`config.mk`:
```
export PLATFORM = sky130hd
export DESIGN_NAME = mf3_median_bank
export DESIGN_NICKNAME = d
export VERILOG_FILES = /design/src/rtl/mf3_pkg.sv /design/src/rtl/mf3_median9.sv /design/src/rtl/mf3_median_bank.sv
export SDC_FILE = /design/constraint.sdc
export NUM_CORES = 1
export LEC_CHECK = 0
export CAP_MARGIN = 20
export CORE_UTILIZATION = 30
export CTS_CLUSTER_SIZE = 12
export DETAILED_ROUTE_END_ITERATION = 10
export DONT_BUFFER_PORTS = 1
export GPL_ROUTABILITY_DRIVEN = 0
export PLACE_DENSITY = 0.44
export SKIP_CTS_REPAIR_TIMING = 1
export SLEW_MARGIN = 25
export SYNTH_ARGS = -nofsm -noshare
export SYNTH_HDL_FRONTEND = slang
export SYNTH_HIERARCHICAL = 1
export SYNTH_SLANG_ARGS = --single-unit
```
`constraint.sdc`:
```
create_clock -name clock -period 9.65 [get_ports clock]
set_input_delay 0.4825 -clock clock [delete_from_list [all_inputs] [get_ports clock]]
set_output_delay 0.4825 -clock clock [all_outputs]
set_load 0.1 [all_outputs]
```
`src/rtl/mf3_pkg.sv`:
```
// Package for the 3x3 median filter: shared types, constants and
// compare helpers. No dependencies.

package mf3_pkg;

   // Pixel and port geometry
   localparam int PIX_W      = 8;
   localparam int POS_W      = 11;
   localparam int CFG_W      = 12;
   localparam int CSR_ADDR_W = 2;
   localparam int REQ_DATA_W = 8;
   localparam int RSP_DATA_W = 32;

   // Defaults for the top-level size parameters
   localparam int MAX_WIDTH_DEFAULT  = 2048;
   localparam int MAX_HEIGHT_DEFAULT = 2048;

   // Frame size after reset
   localparam int SIZE_RESET = 512;
   localparam int SIZE_MIN   = 3;

   // Result bundle queue depth (power of two)
   localparam int QUEUE_DEPTH = 8;

   // Number of neighbourhoods per word and window geometry
   localparam int NUM_VARIANTS = 4;
   localparam int WIN_SIDE     = 3;
   localparam int WIN_CELLS    = 9;

   // Register indexes
   localparam logic [CSR_ADDR_W-1:0] REG_FRAME_WIDTH  = 2'd0;
   localparam logic [CSR_ADDR_W-1:0] REG_FRAME_HEIGHT = 2'd1;

   typedef logic [PIX_W-1:0] pix_type;

   // Per-word control flags traveling down the pipeline
   typedef struct packed {
      logic valid;
      logic row_first;
      logic col_first;
      logic row_last;
      logic col_last;
      logic emit;
   } item_flags_type;

   // Last index of a clamped frame dimension
   function automatic int size_last(input int v, input int hi);
      int s;
      s = v;
      if (s < SIZE_MIN) s = SIZE_MIN;
      if (s > hi) s = hi;
      return s - 1;
   endfunction

   function automatic pix_type min2(input pix_type a, input pix_type b);
      return (a < b) ? a : b;
   endfunction

   function automatic pix_type max2(input pix_type a, input pix_type b);
      return (a > b) ? a : b;
   endfunction

   function automatic pix_type min3(input pix_type a, input pix_type b, input pix_type c);
      return min2(min2(a, b), c);
   endfunction

   function automatic pix_type max3(input pix_type a, input pix_type b, input pix_type c);
      return max2(max2(a, b), c);
   endfunction

   function automatic pix_type med3(input pix_type a, input pix_type b, input pix_type c);
      return max2(min2(a, b), min2(max2(a, b), c));
   endfunction

endpackage

```
`src/rtl/mf3_median9.sv`:
```
// Three-stage median of nine: sort rows, then max of mins, median of
// medians and min of maxes, then a final median of three. Depends on mf3_pkg.

module mf3_median9 (
   input  logic                   clock,
   input  mf3_pkg::pix_type [8:0] cells,
   output mf3_pkg::pix_type       median
);

   mf3_pkg::pix_type lo_ff [3], md_ff [3], hi_ff [3];
   mf3_pkg::pix_type lo_in [3], md_in [3], hi_in [3];
   mf3_pkg::pix_type mn_ff, mm_ff, mx_ff;
   mf3_pkg::pix_type mn_in, mm_in, mx_in;
   mf3_pkg::pix_type med_ff, med_in;

   // Stage A: sort each row
   always_comb begin
      for (int i = 0; i < 3; i++) begin
         lo_in[i] = mf3_pkg::min3(cells[i * 3], cells[i * 3 + 1], cells[i * 3 + 2]);
         md_in[i] = mf3_pkg::med3(cells[i * 3], cells[i * 3 + 1], cells[i * 3 + 2]);
         hi_in[i] = mf3_pkg::max3(cells[i * 3], cells[i * 3 + 1], cells[i * 3 + 2]);
      end
   end

   // Stage B: combine the sorted rows
   always_comb begin
      mn_in = mf3_pkg::max3(lo_ff[0], lo_ff[1], lo_ff[2]);
      mm_in = mf3_pkg::med3(md_ff[0], md_ff[1], md_ff[2]);
      mx_in = mf3_pkg::min3(hi_ff[0], hi_ff[1], hi_ff[2]);
   end

   // Stage C: final pick
   assign med_in = mf3_pkg::med3(mn_ff, mm_ff, mx_ff);

   always_ff @(posedge clock) begin
      lo_ff  <= lo_in;
      md_ff  <= md_in;
      hi_ff  <= hi_in;
      mn_ff  <= mn_in;
      mm_ff  <= mm_in;
      mx_ff  <= mx_in;
      med_ff <= med_in;
   end

   assign median = med_ff;

endmodule

```
`src/rtl/mf3_median_bank.sv`:
```
// Four medians per word: the plain neighbourhood and the mirrored ones
// for the bottom row and right column, with the flags delayed to match.
// Depends on mf3_pkg and mf3_median9.

module mf3_median_bank #(
   parameter int COL_W = $clog2(mf3_pkg::MAX_WIDTH_DEFAULT),
   parameter int ROW_W = $clog2(mf3_pkg::MAX_HEIGHT_DEFAULT)
) (
   input  logic                          clock,
   input  logic                          reset,
   input  mf3_pkg::pix_type [8:0]        window,
   input  mf3_pkg::item_flags_type       win_flags,
   input  logic [COL_W-1:0]              win_col,
   input  logic [ROW_W-1:0]              win_row,
   output mf3_pkg::pix_type [3:0]        medians,
   output mf3_pkg::item_flags_type       med_flags,
   output logic [COL_W-1:0]              med_col,
   output logic [ROW_W-1:0]              med_row
);

   localparam int DEPTH = 3;

   mf3_pkg::pix_type [8:0]  sel [mf3_pkg::NUM_VARIANTS];

   mf3_pkg::item_flags_type flags_ff [DEPTH];
   logic [COL_W-1:0]        col_ff   [DEPTH];
   logic [ROW_W-1:0]        row_ff   [DEPTH];

   // Variant bit 0 picks rows {mid, new, new}, bit 1 picks columns {1, 2, 2}
   for (genvar v = 0; v < mf3_pkg::NUM_VARIANTS; v++) begin : g_var
      for (genvar i = 0; i < mf3_pkg::WIN_SIDE; i++) begin : g_row
         for (genvar j = 0; j < mf3_pkg::WIN_SIDE; j++) begin : g_col
            localparam int RI = ((v % 2) == 1) ? ((i == 0) ? 1 : 2) : i;
            localparam int CJ = ((v / 2) == 1) ? ((j == 0) ? 1 : 2) : j;
            assign sel[v][i * 3 + j] = window[RI * 3 + CJ];
         end
      end
      mf3_median9 u_med (
         .clock  (clock),
         .cells  (sel[v]),
         .median (medians[v])
      );
   end

   // Flag delay line matching the median pipeline
   always_ff @(posedge clock) begin
      if (reset) begin
         for (int k = 0; k < DEPTH; k++) begin
            flags_ff[k] <= '0;
         end
      end else begin
         flags_ff[0] <= win_flags;
         for (int k = 1; k < DEPTH; k++) begin
            flags_ff[k] <= flags_ff[k - 1];
         end
      end
   end

   always_ff @(posedge clock) begin
      col_ff[0] <= win_col;
      row_ff[0] <= win_row;
      for (int k = 1; k < DEPTH; k++) begin
         col_ff[k] <= col_ff[k - 1];
         row_ff[k] <= row_ff[k - 1];
      end
   end

   assign med_flags = flags_ff[DEPTH - 1];
   assign med_col   = col_ff[DEPTH - 1];
   assign med_row   = row_ff[DEPTH - 1];

endmodule

```
==> results.py <==
metrics = {
    "sta": {
        "finalCriticalPeriod_ps": 5700,
        "fin_skew_ps": 26.1,
        "final_max_slew_viol_count": 0,
        "worstMarginPinSlew_ps": 1110,
        "fin_crit_sh_pct": 59.1,
        "report.final.setup_viol": 0,
        "rsz0062_at_grt": "false",
        "finalHoldViolCount": 0,
        "max_slew_margin_pct": 26.0,
        "max_freq_mhz": 175,
        "tns_ps": 0,
    },
    "cts": {
        "cts_root_buf": "clkbuf_16",
        "htree_num_levels": 2,
        "clkTransAtPathRegs_ps": 60,
        "cts_tree": "yes",
        "insertion_delay_ps": 690,
        "clock_sinks": 500,
        "ctsLongestPathBuffers": 3,
        "cts_made_buffers": 61,
    },
    "power": {
        "ir_worst_vdd_uv": 497,
        "p_leak_nw": 20.6,
        "p_per_area_nw_per_um2": 364,
    },
    "route": {
        "num_vias": 28202,
        "drc": 0,
        "drt-total-wl_mm": 116,
        "ant_nets": 0,
        "wl_per_cell_microns": 20.2,
        "drtPass1Iterations": 9,
        "viasPerCell": 4.93,
        "initialDrtViolationCount": 1370,
    },
    "min_path": {
        "min-delay-path-class": "input pin to flop",
        "hold_path_depth": 2,
    },
    "place": {
        "hpwl_mm": 85.4,
        "placed_area_sq_um": 39700,
        "numPortBuffers": 0,
    },
    "grt": {
        "grt_max_degree": 40,
        "grt_pass1_wl_mm": 167,
        "grt_pass1_vias": 27950,
        "grt_usage_pct": 16.8,
        "antenna_found_initial": 16,
        "gr-total-overflow": 0,
    },
    "logic_synthesis": {
        "synth.avg_cell_area_sq_um": 9.61,
        "synth_top_area_share_pct": 26.3,
        "synth_seq_cells": 500,
        "yosysUniqueCellTypes": 75,
        "synth_flop_cell": "dfxtp_1",
        "yosysTopAreaCell": "dfxtp_1",
        "seq_area_frac_synth_pct": 26.3,
        "synth_area_sq_um": 38100,
        "ys_top_cells_by_area": "dfxtp_1 (26%), ha_1 (22%), mux2_2 (15%)",
        "synthTopCellsByCount": "ha_1 (676), inv_1 (537), mux2_2 (508)",
        "synthArstFlopShare_pct": 0,
        "synth_cells": 3961,
        "syn-num-nets": 4739,
        "synth_warnings": 6,
        "synth_edf_count": 0,
        "yosysMostFrequentCell": "ha_1",
    },
    "worst_setup_path": {
        "start_kind": "flop",
        "cp_max_fo": 14,
        "worstPathRequired_ps": 10230,
        "reg2regPathDepth": 20,
        "worstPathArrival_ps": 6280,
        "crit_type": "flop to flop",
        "slowest_stage": "o21ai_1",
        "cp_slowest_stage_delay_ps": 730,
        "end_kind": "flop",
        "worstPathCellList": "inv_1 -> ha_1 -> nor2b_1 -> o211ai_1 -> a21oi_1 -> o21ai_1 -> mux2_2 -> ha_1 -> o21a_1 -> o21ai_0 -> a21oi_1 -> a221oi_1 -> o21ai_4 -> mux2i_1 -> ha_1 -> a21o_1 -> a21oi_1 -> o221ai_1 -> o21ai_1 -> mux2i_1",
    },
    "layout": {
        "syn_to_final_growth_pct": 11.4,
        "nets": 4794,
        "fin_area_sq_um": 42400,
        "drive_gt1_share_pct": 17.4,
    },
    "floorplan": {
        "floorplan.initialDensity_pct": 30.3,
        "core_area_sq_um": 126000,
        "num_rows": 130,
        "die_w_microns": 358,
        "io_pins": 162,
        "die_h_microns": 358,
        "die_area_sq_um": 128000,
    },
    "job": {
        "maxCapViolCount": 0,
    },
    "outcome": {
        "outcome": "completed",
    },
}
-- state kept, by name (all words and copies together), names as in the netlist --
| name | flops |
|---|---|
| g_var.u_med/mn_ff | 32 |
| g_var.u_med/median | 32 |
| g_var.u_med/hi_ff | 96 |
| col_ff | 33 |
| row_ff | 33 |
| g_var.u_med/lo_ff | 96 |
| g_var.u_med/mx_ff | 32 |
| g_var.u_med/mm_ff | 32 |
| flags_ff | 18 |
| g_var.u_med/md_ff | 96 |
-- per-layer routing --
layer  vias up  part of all wire, %  global-route usage, %
met5         -                0.016                      0
met1     13238                   49                   23.3
li1      14330                    -                      -
met2       523                   44                   27.0
met3       109                  6.1                   3.47
met4         2                  1.5                   3.08
-- power breakdown --
part | switching, mW | internal [mW] | leakage [nW]
clock network | 0.977 | 1.37 | 0.984
registers | 1.08 | 2.80 | 4.21
logic | 5.00 | 4.23 | 15.4
-- logic make-up (layout without fill, tap and decap cells) --
kind of cell,after synthesis,after routing,synth area share [%]
buffers and inverters,605,711,6.34
AND/OR/NAND/NOR,636,636,8.89
AO/OA/AOI/OAI,719,719,12.7
adder cells (fa/ha/maj),676,676,22.2
flip-flops,500,500,26.3
multiplexers,825,825,23.6
other,0,1,0
-- cells in the final DEF (no fill, tap or decap), drive strengths merged, types with 79 or more instances in the layout --
cell type / count
ha: 676
inv: 540
mux2: 523
dfxtp: 500
mux2i: 302
a21oi: 208
o21ai: 204
nand2: 154
nand4: 121
nor2: 113
a21o: 103
nor2b: 82
clkbuf: 79
-- worst paths after layout --
kind                           startpoint                       end  slack, ps
hold / removal                 window[65]   g_var[3].u_med/lo_ff[1]         30
setup reg to reg  g_var[0].u_med/mm_ff[1]  g_var[0].u_med/median[5]       3950
setup / recovery  g_var[0].u_med/mm_ff[1]  g_var[0].u_med/median[5]       3950
hold reg to reg             col_ff[0][17]             col_ff[0][28]        320
-- area by class of cell --
class	instances	area, sq um
diodes	1	2.50
clock buffers	78	1630
clock inverters	36	439
fillers	12852	83300
inverters	537	2020
multi-input cells	2856	25700
flip-flops and latches	500	10000
well taps	1650	2060
repair buffers	60	586
-- through the flow --
step / worst slack, ps / hold WS (ps) / instances / util [%] / total power [mW]
after floorplan: 4740 / 310 / 3961 / - / 10.9
after global placement: 3720 / 310 / 5543 / 31.6 / 13.1
after detailed placement: 3780 / 312 / 5544 / 31.6 / 13.1
after CTS: 3920 / -232 / 5658 / 33.3 / 15.6
after global routing: 3360 / 3.67 / 5717 / 33.7 / 16.9
final: 3950 / 27.7 / 5718 / 33.7 / 15.4
-- critical path: cells and delay by family, from the launching register on --
family	cells	cell delay, ps
and+or+nand+nor	1	130
adders and majority gates	3	830
muxes	3	960
DFF	1	380
AOI/OAI and AO/OA	12	3250
buffers and inverters	1	60
Power figures use the tool's default switching activity.
