[config.mk]
export PLATFORM = sky130hd
export DESIGN_NAME = mf3_outq
export DESIGN_NICKNAME = d
export VERILOG_FILES = /design/src/rtl/mf3_pkg.sv /design/src/rtl/mf3_outq.sv
export SDC_FILE = /design/constraint.sdc
export NUM_CORES = 1
export LEC_CHECK = 0
export BUFFER_PORTS_ARGS = -buffer_cell sky130_fd_sc_hd__clkbuf_2
export CAP_MARGIN = 30
export CORE_ASPECT_RATIO = 0.7
export CORE_MARGIN = 2
export CORE_UTILIZATION = 47
export CTS_BUF_LIST = sky130_fd_sc_hd__clkbuf_16
export DETAILED_ROUTE_END_ITERATION = 8
export PLACE_DENSITY = 0.66
export SLEW_MARGIN = 20
export SYNTH_ARGS = -nofsm -noshare
export SYNTH_HDL_FRONTEND = slang
export SYNTH_SLANG_ARGS = --single-unit
[constraint.sdc]
create_clock -name clock -period 7.36 [get_ports clock]
set_clock_uncertainty 0.1 [all_clocks]
set_input_delay 0.368 -clock clock [delete_from_list [all_inputs] [get_ports clock]]
set_output_delay 0.368 -clock clock [all_outputs]
set_load 0.1 [all_outputs]
[src/rtl/mf3_pkg.sv]
// Package for the 3x3 median filter: shared types, constants and
// compare helpers. No dependencies.

package mf3_pkg;

   // Pixel and port geometry
   localparam int PIX_W      = 8;
   localparam int POS_W      = 11;
   localparam int CFG_W      = 12;
   localparam int CSR_ADDR_W = 2;
   localparam int REQ_DATA_W = 8;
   localparam int RSP_DATA_W = 32;

   // Defaults for the top-level size parameters
   localparam int MAX_WIDTH_DEFAULT  = 2048;
   localparam int MAX_HEIGHT_DEFAULT = 2048;

   // Frame size after reset
   localparam int SIZE_RESET = 512;
   localparam int SIZE_MIN   = 3;

   // Result bundle queue depth (power of two)
   localparam int QUEUE_DEPTH = 8;

   // Number of neighbourhoods per word and window geometry
   localparam int NUM_VARIANTS = 4;
   localparam int WIN_SIDE     = 3;
   localparam int WIN_CELLS    = 9;

   // Register indexes
   localparam logic [CSR_ADDR_W-1:0] REG_FRAME_WIDTH  = 2'd0;
   localparam logic [CSR_ADDR_W-1:0] REG_FRAME_HEIGHT = 2'd1;

   typedef logic [PIX_W-1:0] pix_type;

   // Per-word control flags traveling down the pipeline
   typedef struct packed {
      logic valid;
      logic row_first;
      logic col_first;
      logic row_last;
      logic col_last;
      logic emit;
   } item_flags_type;

   // Last index of a clamped frame dimension
   function automatic int size_last(input int v, input int hi);
      int s;
      s = v;
      if (s < SIZE_MIN) s = SIZE_MIN;
      if (s > hi) s = hi;
      return s - 1;
   endfunction

   function automatic pix_type min2(input pix_type a, input pix_type b);
      return (a < b) ? a : b;
   endfunction

   function automatic pix_type max2(input pix_type a, input pix_type b);
      return (a > b) ? a : b;
   endfunction

   function automatic pix_type min3(input pix_type a, input pix_type b, input pix_type c);
      return min2(min2(a, b), c);
   endfunction

   function automatic pix_type max3(input pix_type a, input pix_type b, input pix_type c);
      return max2(max2(a, b), c);
   endfunction

   function automatic pix_type med3(input pix_type a, input pix_type b, input pix_type c);
      return max2(min2(a, b), min2(max2(a, b), c));
   endfunction

endpackage

[src/rtl/mf3_outq.sv]
// Result queue: holds one bundle of up to four medians per word and
// hands them out one result word at a time. Depends on mf3_pkg.

module mf3_outq #(
   parameter int COL_W = $clog2(mf3_pkg::MAX_WIDTH_DEFAULT),
   parameter int ROW_W = $clog2(mf3_pkg::MAX_HEIGHT_DEFAULT)
) (
   input  logic                            clock,
   input  logic                            reset,
   input  mf3_pkg::pix_type [3:0]          medians,
   input  mf3_pkg::item_flags_type         med_flags,
   input  logic [COL_W-1:0]                med_col,
   input  logic [ROW_W-1:0]                med_row,
   output logic                            pop,
   output logic                            rsp_tvalid,
   input  logic                            rsp_tready,
   output logic [mf3_pkg::RSP_DATA_W-1:0]  rsp_tdata,
   output logic                            rsp_tuser,
   output logic                            rsp_tlast
);

   localparam int QD    = mf3_pkg::QUEUE_DEPTH;
   localparam int QA    = $clog2(QD);
   localparam int CNT_W = $clog2(QD + 1);
   localparam int PW    = mf3_pkg::POS_W;
   localparam int PAD_W = mf3_pkg::RSP_DATA_W - mf3_pkg::PIX_W - 2 * PW;

   mf3_pkg::pix_type [3:0] med_mem_ff  [QD];
   logic [3:0]             mask_mem_ff [QD];
   logic [COL_W-1:0]       col_mem_ff  [QD];
   logic [ROW_W-1:0]       row_mem_ff  [QD];

   logic [QA-1:0]    wp_ff, wp_in, rp_ff, rp_in;
   logic [CNT_W-1:0] cnt_ff, cnt_in;
   logic [3:0]       sent_ff, sent_in;

   logic             push;
   logic [3:0]       push_mask;
   logic [3:0]       pend, cur, rest;
   logic [1:0]       kind;
   logic             nonempty, handshake;
   logic [ROW_W-1:0] row_v;
   logic [COL_W-1:0] col_v;
   logic [ROW_W+PW-1:0] row_ext;
   logic [COL_W+PW-1:0] col_ext;

   // Results a word causes: plain, bottom row, right column, corner
   assign push = med_flags.valid;
   always_comb begin
      if (med_flags.emit) begin
         push_mask = {med_flags.row_last & med_flags.col_last, med_flags.col_last,
                      med_flags.row_last, 1'b1};
      end else begin
         push_mask = 4'b0000;
      end
   end

   // Head bundle: next pending result, lowest first
   assign nonempty  = (cnt_ff != '0);
   assign pend      = mask_mem_ff[rp_ff] & ~sent_ff;
   assign cur       = pend & (~pend + 4'd1);
   assign rest      = pend & ~cur;
   assign kind      = {cur[3] | cur[2], cur[3] | cur[1]};
   assign rsp_tvalid = nonempty && (pend != 4'b0000);
   assign handshake = rsp_tvalid && rsp_tready;
   assign pop       = nonempty && ((pend == 4'b0000) || (handshake && (rest == 4'b0000)));

   always_comb begin
      sent_in = sent_ff;
      if (pop) begin
         sent_in = 4'b0000;
      end else if (handshake) begin
         sent_in = sent_ff | cur;
      end
   end

   always_comb begin
      wp_in  = push ? wp_ff + 1'b1 : wp_ff;
      rp_in  = pop ? rp_ff + 1'b1 : rp_ff;
      cnt_in = cnt_ff;
      case ({push, pop})
         2'b10:   cnt_in = cnt_ff + 1'b1;
         2'b01:   cnt_in = cnt_ff - 1'b1;
         default: cnt_in = cnt_ff;
      endcase
   end

   always_ff @(posedge clock) begin
      if (reset) begin
         wp_ff   <= '0;
         rp_ff   <= '0;
         cnt_ff  <= '0;
         sent_ff <= '0;
      end else begin
         wp_ff   <= wp_in;
         rp_ff   <= rp_in;
         cnt_ff  <= cnt_in;
         sent_ff <= sent_in;
      end
   end

   always_ff @(posedge clock) begin
      if (push) begin
         med_mem_ff[wp_ff]  <= medians;
         mask_mem_ff[wp_ff] <= push_mask;
         col_mem_ff[wp_ff]  <= med_col;
         row_mem_ff[wp_ff]  <= med_row;
      end
   end

   // Position of the result: the plain one trails by a row and a column
   assign row_v   = kind[0] ? row_mem_ff[rp_ff] : row_mem_ff[rp_ff] - 1'b1;
   assign col_v   = kind[1] ? col_mem_ff[rp_ff] : col_mem_ff[rp_ff] - 1'b1;
   assign row_ext = {{PW{1'b0}}, row_v};
   assign col_ext = {{PW{1'b0}}, col_v};

   assign rsp_tdata = {{PAD_W{1'b0}}, col_ext[PW-1:0], row_ext[PW-1:0],
                       med_mem_ff[rp_ff][kind]};
   assign rsp_tuser = (kind == 2'b11);
   assign rsp_tlast = (rest == 4'b0000);

endmodule

==> impl.org <==
** Status
- The run finished with clean final reports.

** Clocking
- Counting every sink on the clock net gives 481.
- Number of levels the H-tree was split into :: 2
- Hold_buf cts :: 47
- TritonCTS built the clock tree.
- Post-CTS setup buffers :: 0
- Buffer depth of the longest clock path :: 3
- In this run, CTS created clock tree buffers numbering 46.
- At the later pin of the worst-skew pair, clock insertion delay measures 0.55 ns.
- Clock root buffer master :: clkbuf_16
- Clock-pin slew was measured on the worst setup and hold paths at 0.06 ns.
- In this run, post-CTS repair resized a total of 0 instances.

** Timing
- After layout, the minimum clock period comes to 5.55 ns.
- Final number of hold-violating endpoints :: 0
- Setup violations remaining at the end of the flow were counted as 0.
- Worst Max-Slew Pin Slew :: 0.959 ns
- The worst pin sits at a relative slew slack of 0.359.
- Total negative slack for setup checks :: 0 ns
- Maximum operating frequency :: 180 MHz
- Setup repair after global routing missed its margin :: no
- The number of pins with negative max-slew slack in the final report was 0.
- Of the available clock period, the critical path in the final layout requires 0.754.

** Critical path
- Among all stages on the critical path, the largest delay is contributed by a2111oi_0.
- Data arrives at the worst endpoint at 5.08 ns.
- Register-to-Register Setup Slack :: 2.88 ns
- Worst path bufs/invs :: 1
- The cell family contributing the most delay on the critical path is simple AND/OR/NAND/NOR gates.
- The critical path in this run is classified as register to output port.
- Number of stages on the worst setup path :: 7
- The worst setup path is captured at an output port.
- Register-to-Register Path Depth :: 13
- In this run the worst setup path terminates at rsp_tdata[3].
- Cell chain of the critical path :: mux4_2 > mux2i_1 > or2_1 > nand3_2 > a2111oi_0 > nor4_1 > clkbuf_2
- STA classifies the critical path startpoint as a register.
- Endpoint of the lowest-slack register-to-register path :: cnt_ff[3]
- Along the worst path, the maximum fanout reaches 37.
- STA puts the critical path data required time at 6.89 ns.
- Crit path largest cell delay :: 1.03 ns

** Route
- Summing over every cut layer, the via total after detailed routing is 9,635.
- Number of remaining DRC errors :: 0
- For this run, the detailed router's first-pass iteration total came to 5.
- In the final routed layout, each cell accounts on average for 24.9 um.
- Summed over all layers, the routed wires come to 41,300 um.
- Avg Vias per Cell :: 5.80
- In this run, the number of DRC markers left after iteration 0 of detailed routing was 904.
- Antenna-violating nets left :: 0

** Synthesis
- Leading cell types by count after synthesis :: edfxtp_1, mux4_2, and4_1, nor2_1, mux2i_1
- The share of synthesized area in the top cell type comes to 0.720.
- Fraction of the yosys area taken by sequential cells :: 0.738
- The Yosys step of the flow raised 0 warnings.
- Average cell area after synthesis :: 21.0 um2
- Counting flops and latches in the post-synthesis netlist gives 481.
- In this run, synthesis inferred 464 flip-flops with an integrated enable.
- edfxtp_1 is the most common cell in the netlist.
- Most used flip-flop cell after synthesis :: edfxtp_1
- Cell type with the largest total area after synthesis :: edfxtp_1
- The mapped netlist covers 0.0194 mm2.
- The synthesized netlist contains 69 unique library cells.
- After synthesis, the share of flip-flops with an asynchronous set or reset is 0.
- Top post-synthesis cells by area :: edfxtp_1, mux4_2, dfxtp_1, mux2i_1, and4_1
- Number of standard cells after synthesis :: 922

** Global routing
- The number of antenna violations at the first check in global routing was 2.
- Global Route Usage Sum :: 0.197
- Leftover overflow at the end of global routing :: 0
- Global-route wire length before repair :: 62,500 um
- Via count of the first global-routing pass :: 9,712
- Entering global routing, the biggest net connects 51 pins.

** Placed design
- Detailed placement ended at an HPWL of 23,900 um.
- Final weighted congestion in routability-driven placement :: 0.724
- Number of buffer cells added on primary ports :: 94

** Die
- For this configuration, the core starts out at a cell density of 0.474.
- Rows :: 62
- Pin placement for this block handled 99 I/O pins.
- Die extent in x :: 247 um
- Die boundary height :: 174 um
- Placeable Area :: 0.0408 mm2
- Overall die area :: 0.0428 mm2

** Hold path
- Hold/Removal Path Class :: input pin to register

** Power and ir drop
- The analysis attributes to cell leakage a power of 7.22 nW.
- Summing internal, switching and leakage power gives 7.11 mW.
- In this run the power density over the cells is 318 mW/mm2.
- Worst-case vdd ir drop :: 0.000227 V

** Cells and area
- Combined area of the multi-input logic cells :: 0.00479 mm2
- Registers take 0.0143 mm2.
- Synthesis-to-finish area growth :: 15.4%
- The final layout contains 1,153 nets.
- Fill cells in the final layout number 3,167.
- In the final layout, the share of cells above drive strength 1 is 0.303.

** Job
- Number of maximum-capacitance violations :: 0
-- worst register-to-register path, delay by kind of cell, from the launching register on --
kind / cells / cell delay, ns
muxes: 1 / 0.43
xor gates and xnor gates: 1 / 0.10
buffers and inverters: 1 / 0.43
DFF: 1 / 0.82
adders and majority gates: 2 / 0.53
and+or+nand+nor: 2 / 0.52
AOI/OAI and AO/OA: 6 / 1.48
-- through the flow --
stage / instances / worst slack [ns] / area [um2] / utilization / hold WS [ns]
floorplan: 923 / 2.08 / 19400 / - / 0.358
global placement: 1530 / 2.33 / 20400 / 0.500 / 0.378
detailed placement: 1531 / 2.34 / 20400 / 0.501 / 0.386
CTS: 1659 / 1.73 / 22300 / 0.547 / 0.0000357
global route: 1659 / 1.45 / 22300 / 0.547 / 0.0172
finish: 1661 / 1.81 / 22300 / 0.547 / 0.0171
-- per-layer routing --
layer	wire length, um	track usage	vias up
li1	-	-	4204
met3	2740	0.0376	38
met1	19000	0.304	5091
met5	13	0	-
met2	18900	0.294	300
met4	588	0.0412	2
-- power breakdown --
part / internal (mW) / leakage, nW / switching, mW
Clock: 1.28 / 0.734 / 0.974
Sequential: 3.09 / 4.36 / 0.0628
Combinational: 0.459 / 2.13 / 1.26
-- layout by cell type, fill, tap and decap left out, drive strengths merged, types with 13 or more instances in the layout --
cell	Yosys	layout
a211oi	13	13
and4	24	24
buf	38	23
clkbuf	15	140
clkinv	0	18
dfxtp	17	17
dlygate4sd3	0	47
edfxtp	464	464
inv	7	19
mux2i	27	27
mux4	114	114
nor2	24	24
nor3	14	14
xor2	14	14
-- registers in the layout, indices dropped and copies added (netlist names), named ones only --
register     count
col_mem_ff      88
mask_mem_ff     32
row_mem_ff      88
med_mem_ff     256
wp_ff            3
rp_ff            3
cnt_ff           4
sent_ff          4
-- worst min path at each step --
stage,start,endpoint,slack [ns],depth (start not counted)
floorplan,cnt_ff[3],cnt_ff[3],0.36,2
global placement,cnt_ff[3],cnt_ff[3],0.38,2
global route,med_col[9],col_mem_ff[4][9],0.02,1
CTS,med_col[6],col_mem_ff[5][6],0.00004,1
finish,med_col[9],col_mem_ff[4][9],0.02,1
detailed placement,rp_ff[1],register,0.39,2
-- final cells by class --
class / count / area share
diodes: 2 / 0.000224
clock buffers: 46 / 0.0515
clock inverters: 35 / 0.0123
inverters: 7 / 0.00118
multi-input cells: 382 / 0.214
flip-flops and latches: 481 / 0.639
well taps: 544 / 0.0305
repair buffers: 164 / 0.0507
-- kinds of logic after synthesis --
group                      count (synthesis)  share of synthesized area
AOI/OAI and AO/OA                         70                     0.0307
xor gates and xnor gates                  25                     0.0113
adders and majority gates                  8                    0.00556
buffers and inverters                     60                     0.0181
DFF                                      481                      0.738
muxes                                    151                      0.154
other                                      1                   0.000194
and+or+nand+nor                          126                     0.0423
(Power assumes the default switching activity.)
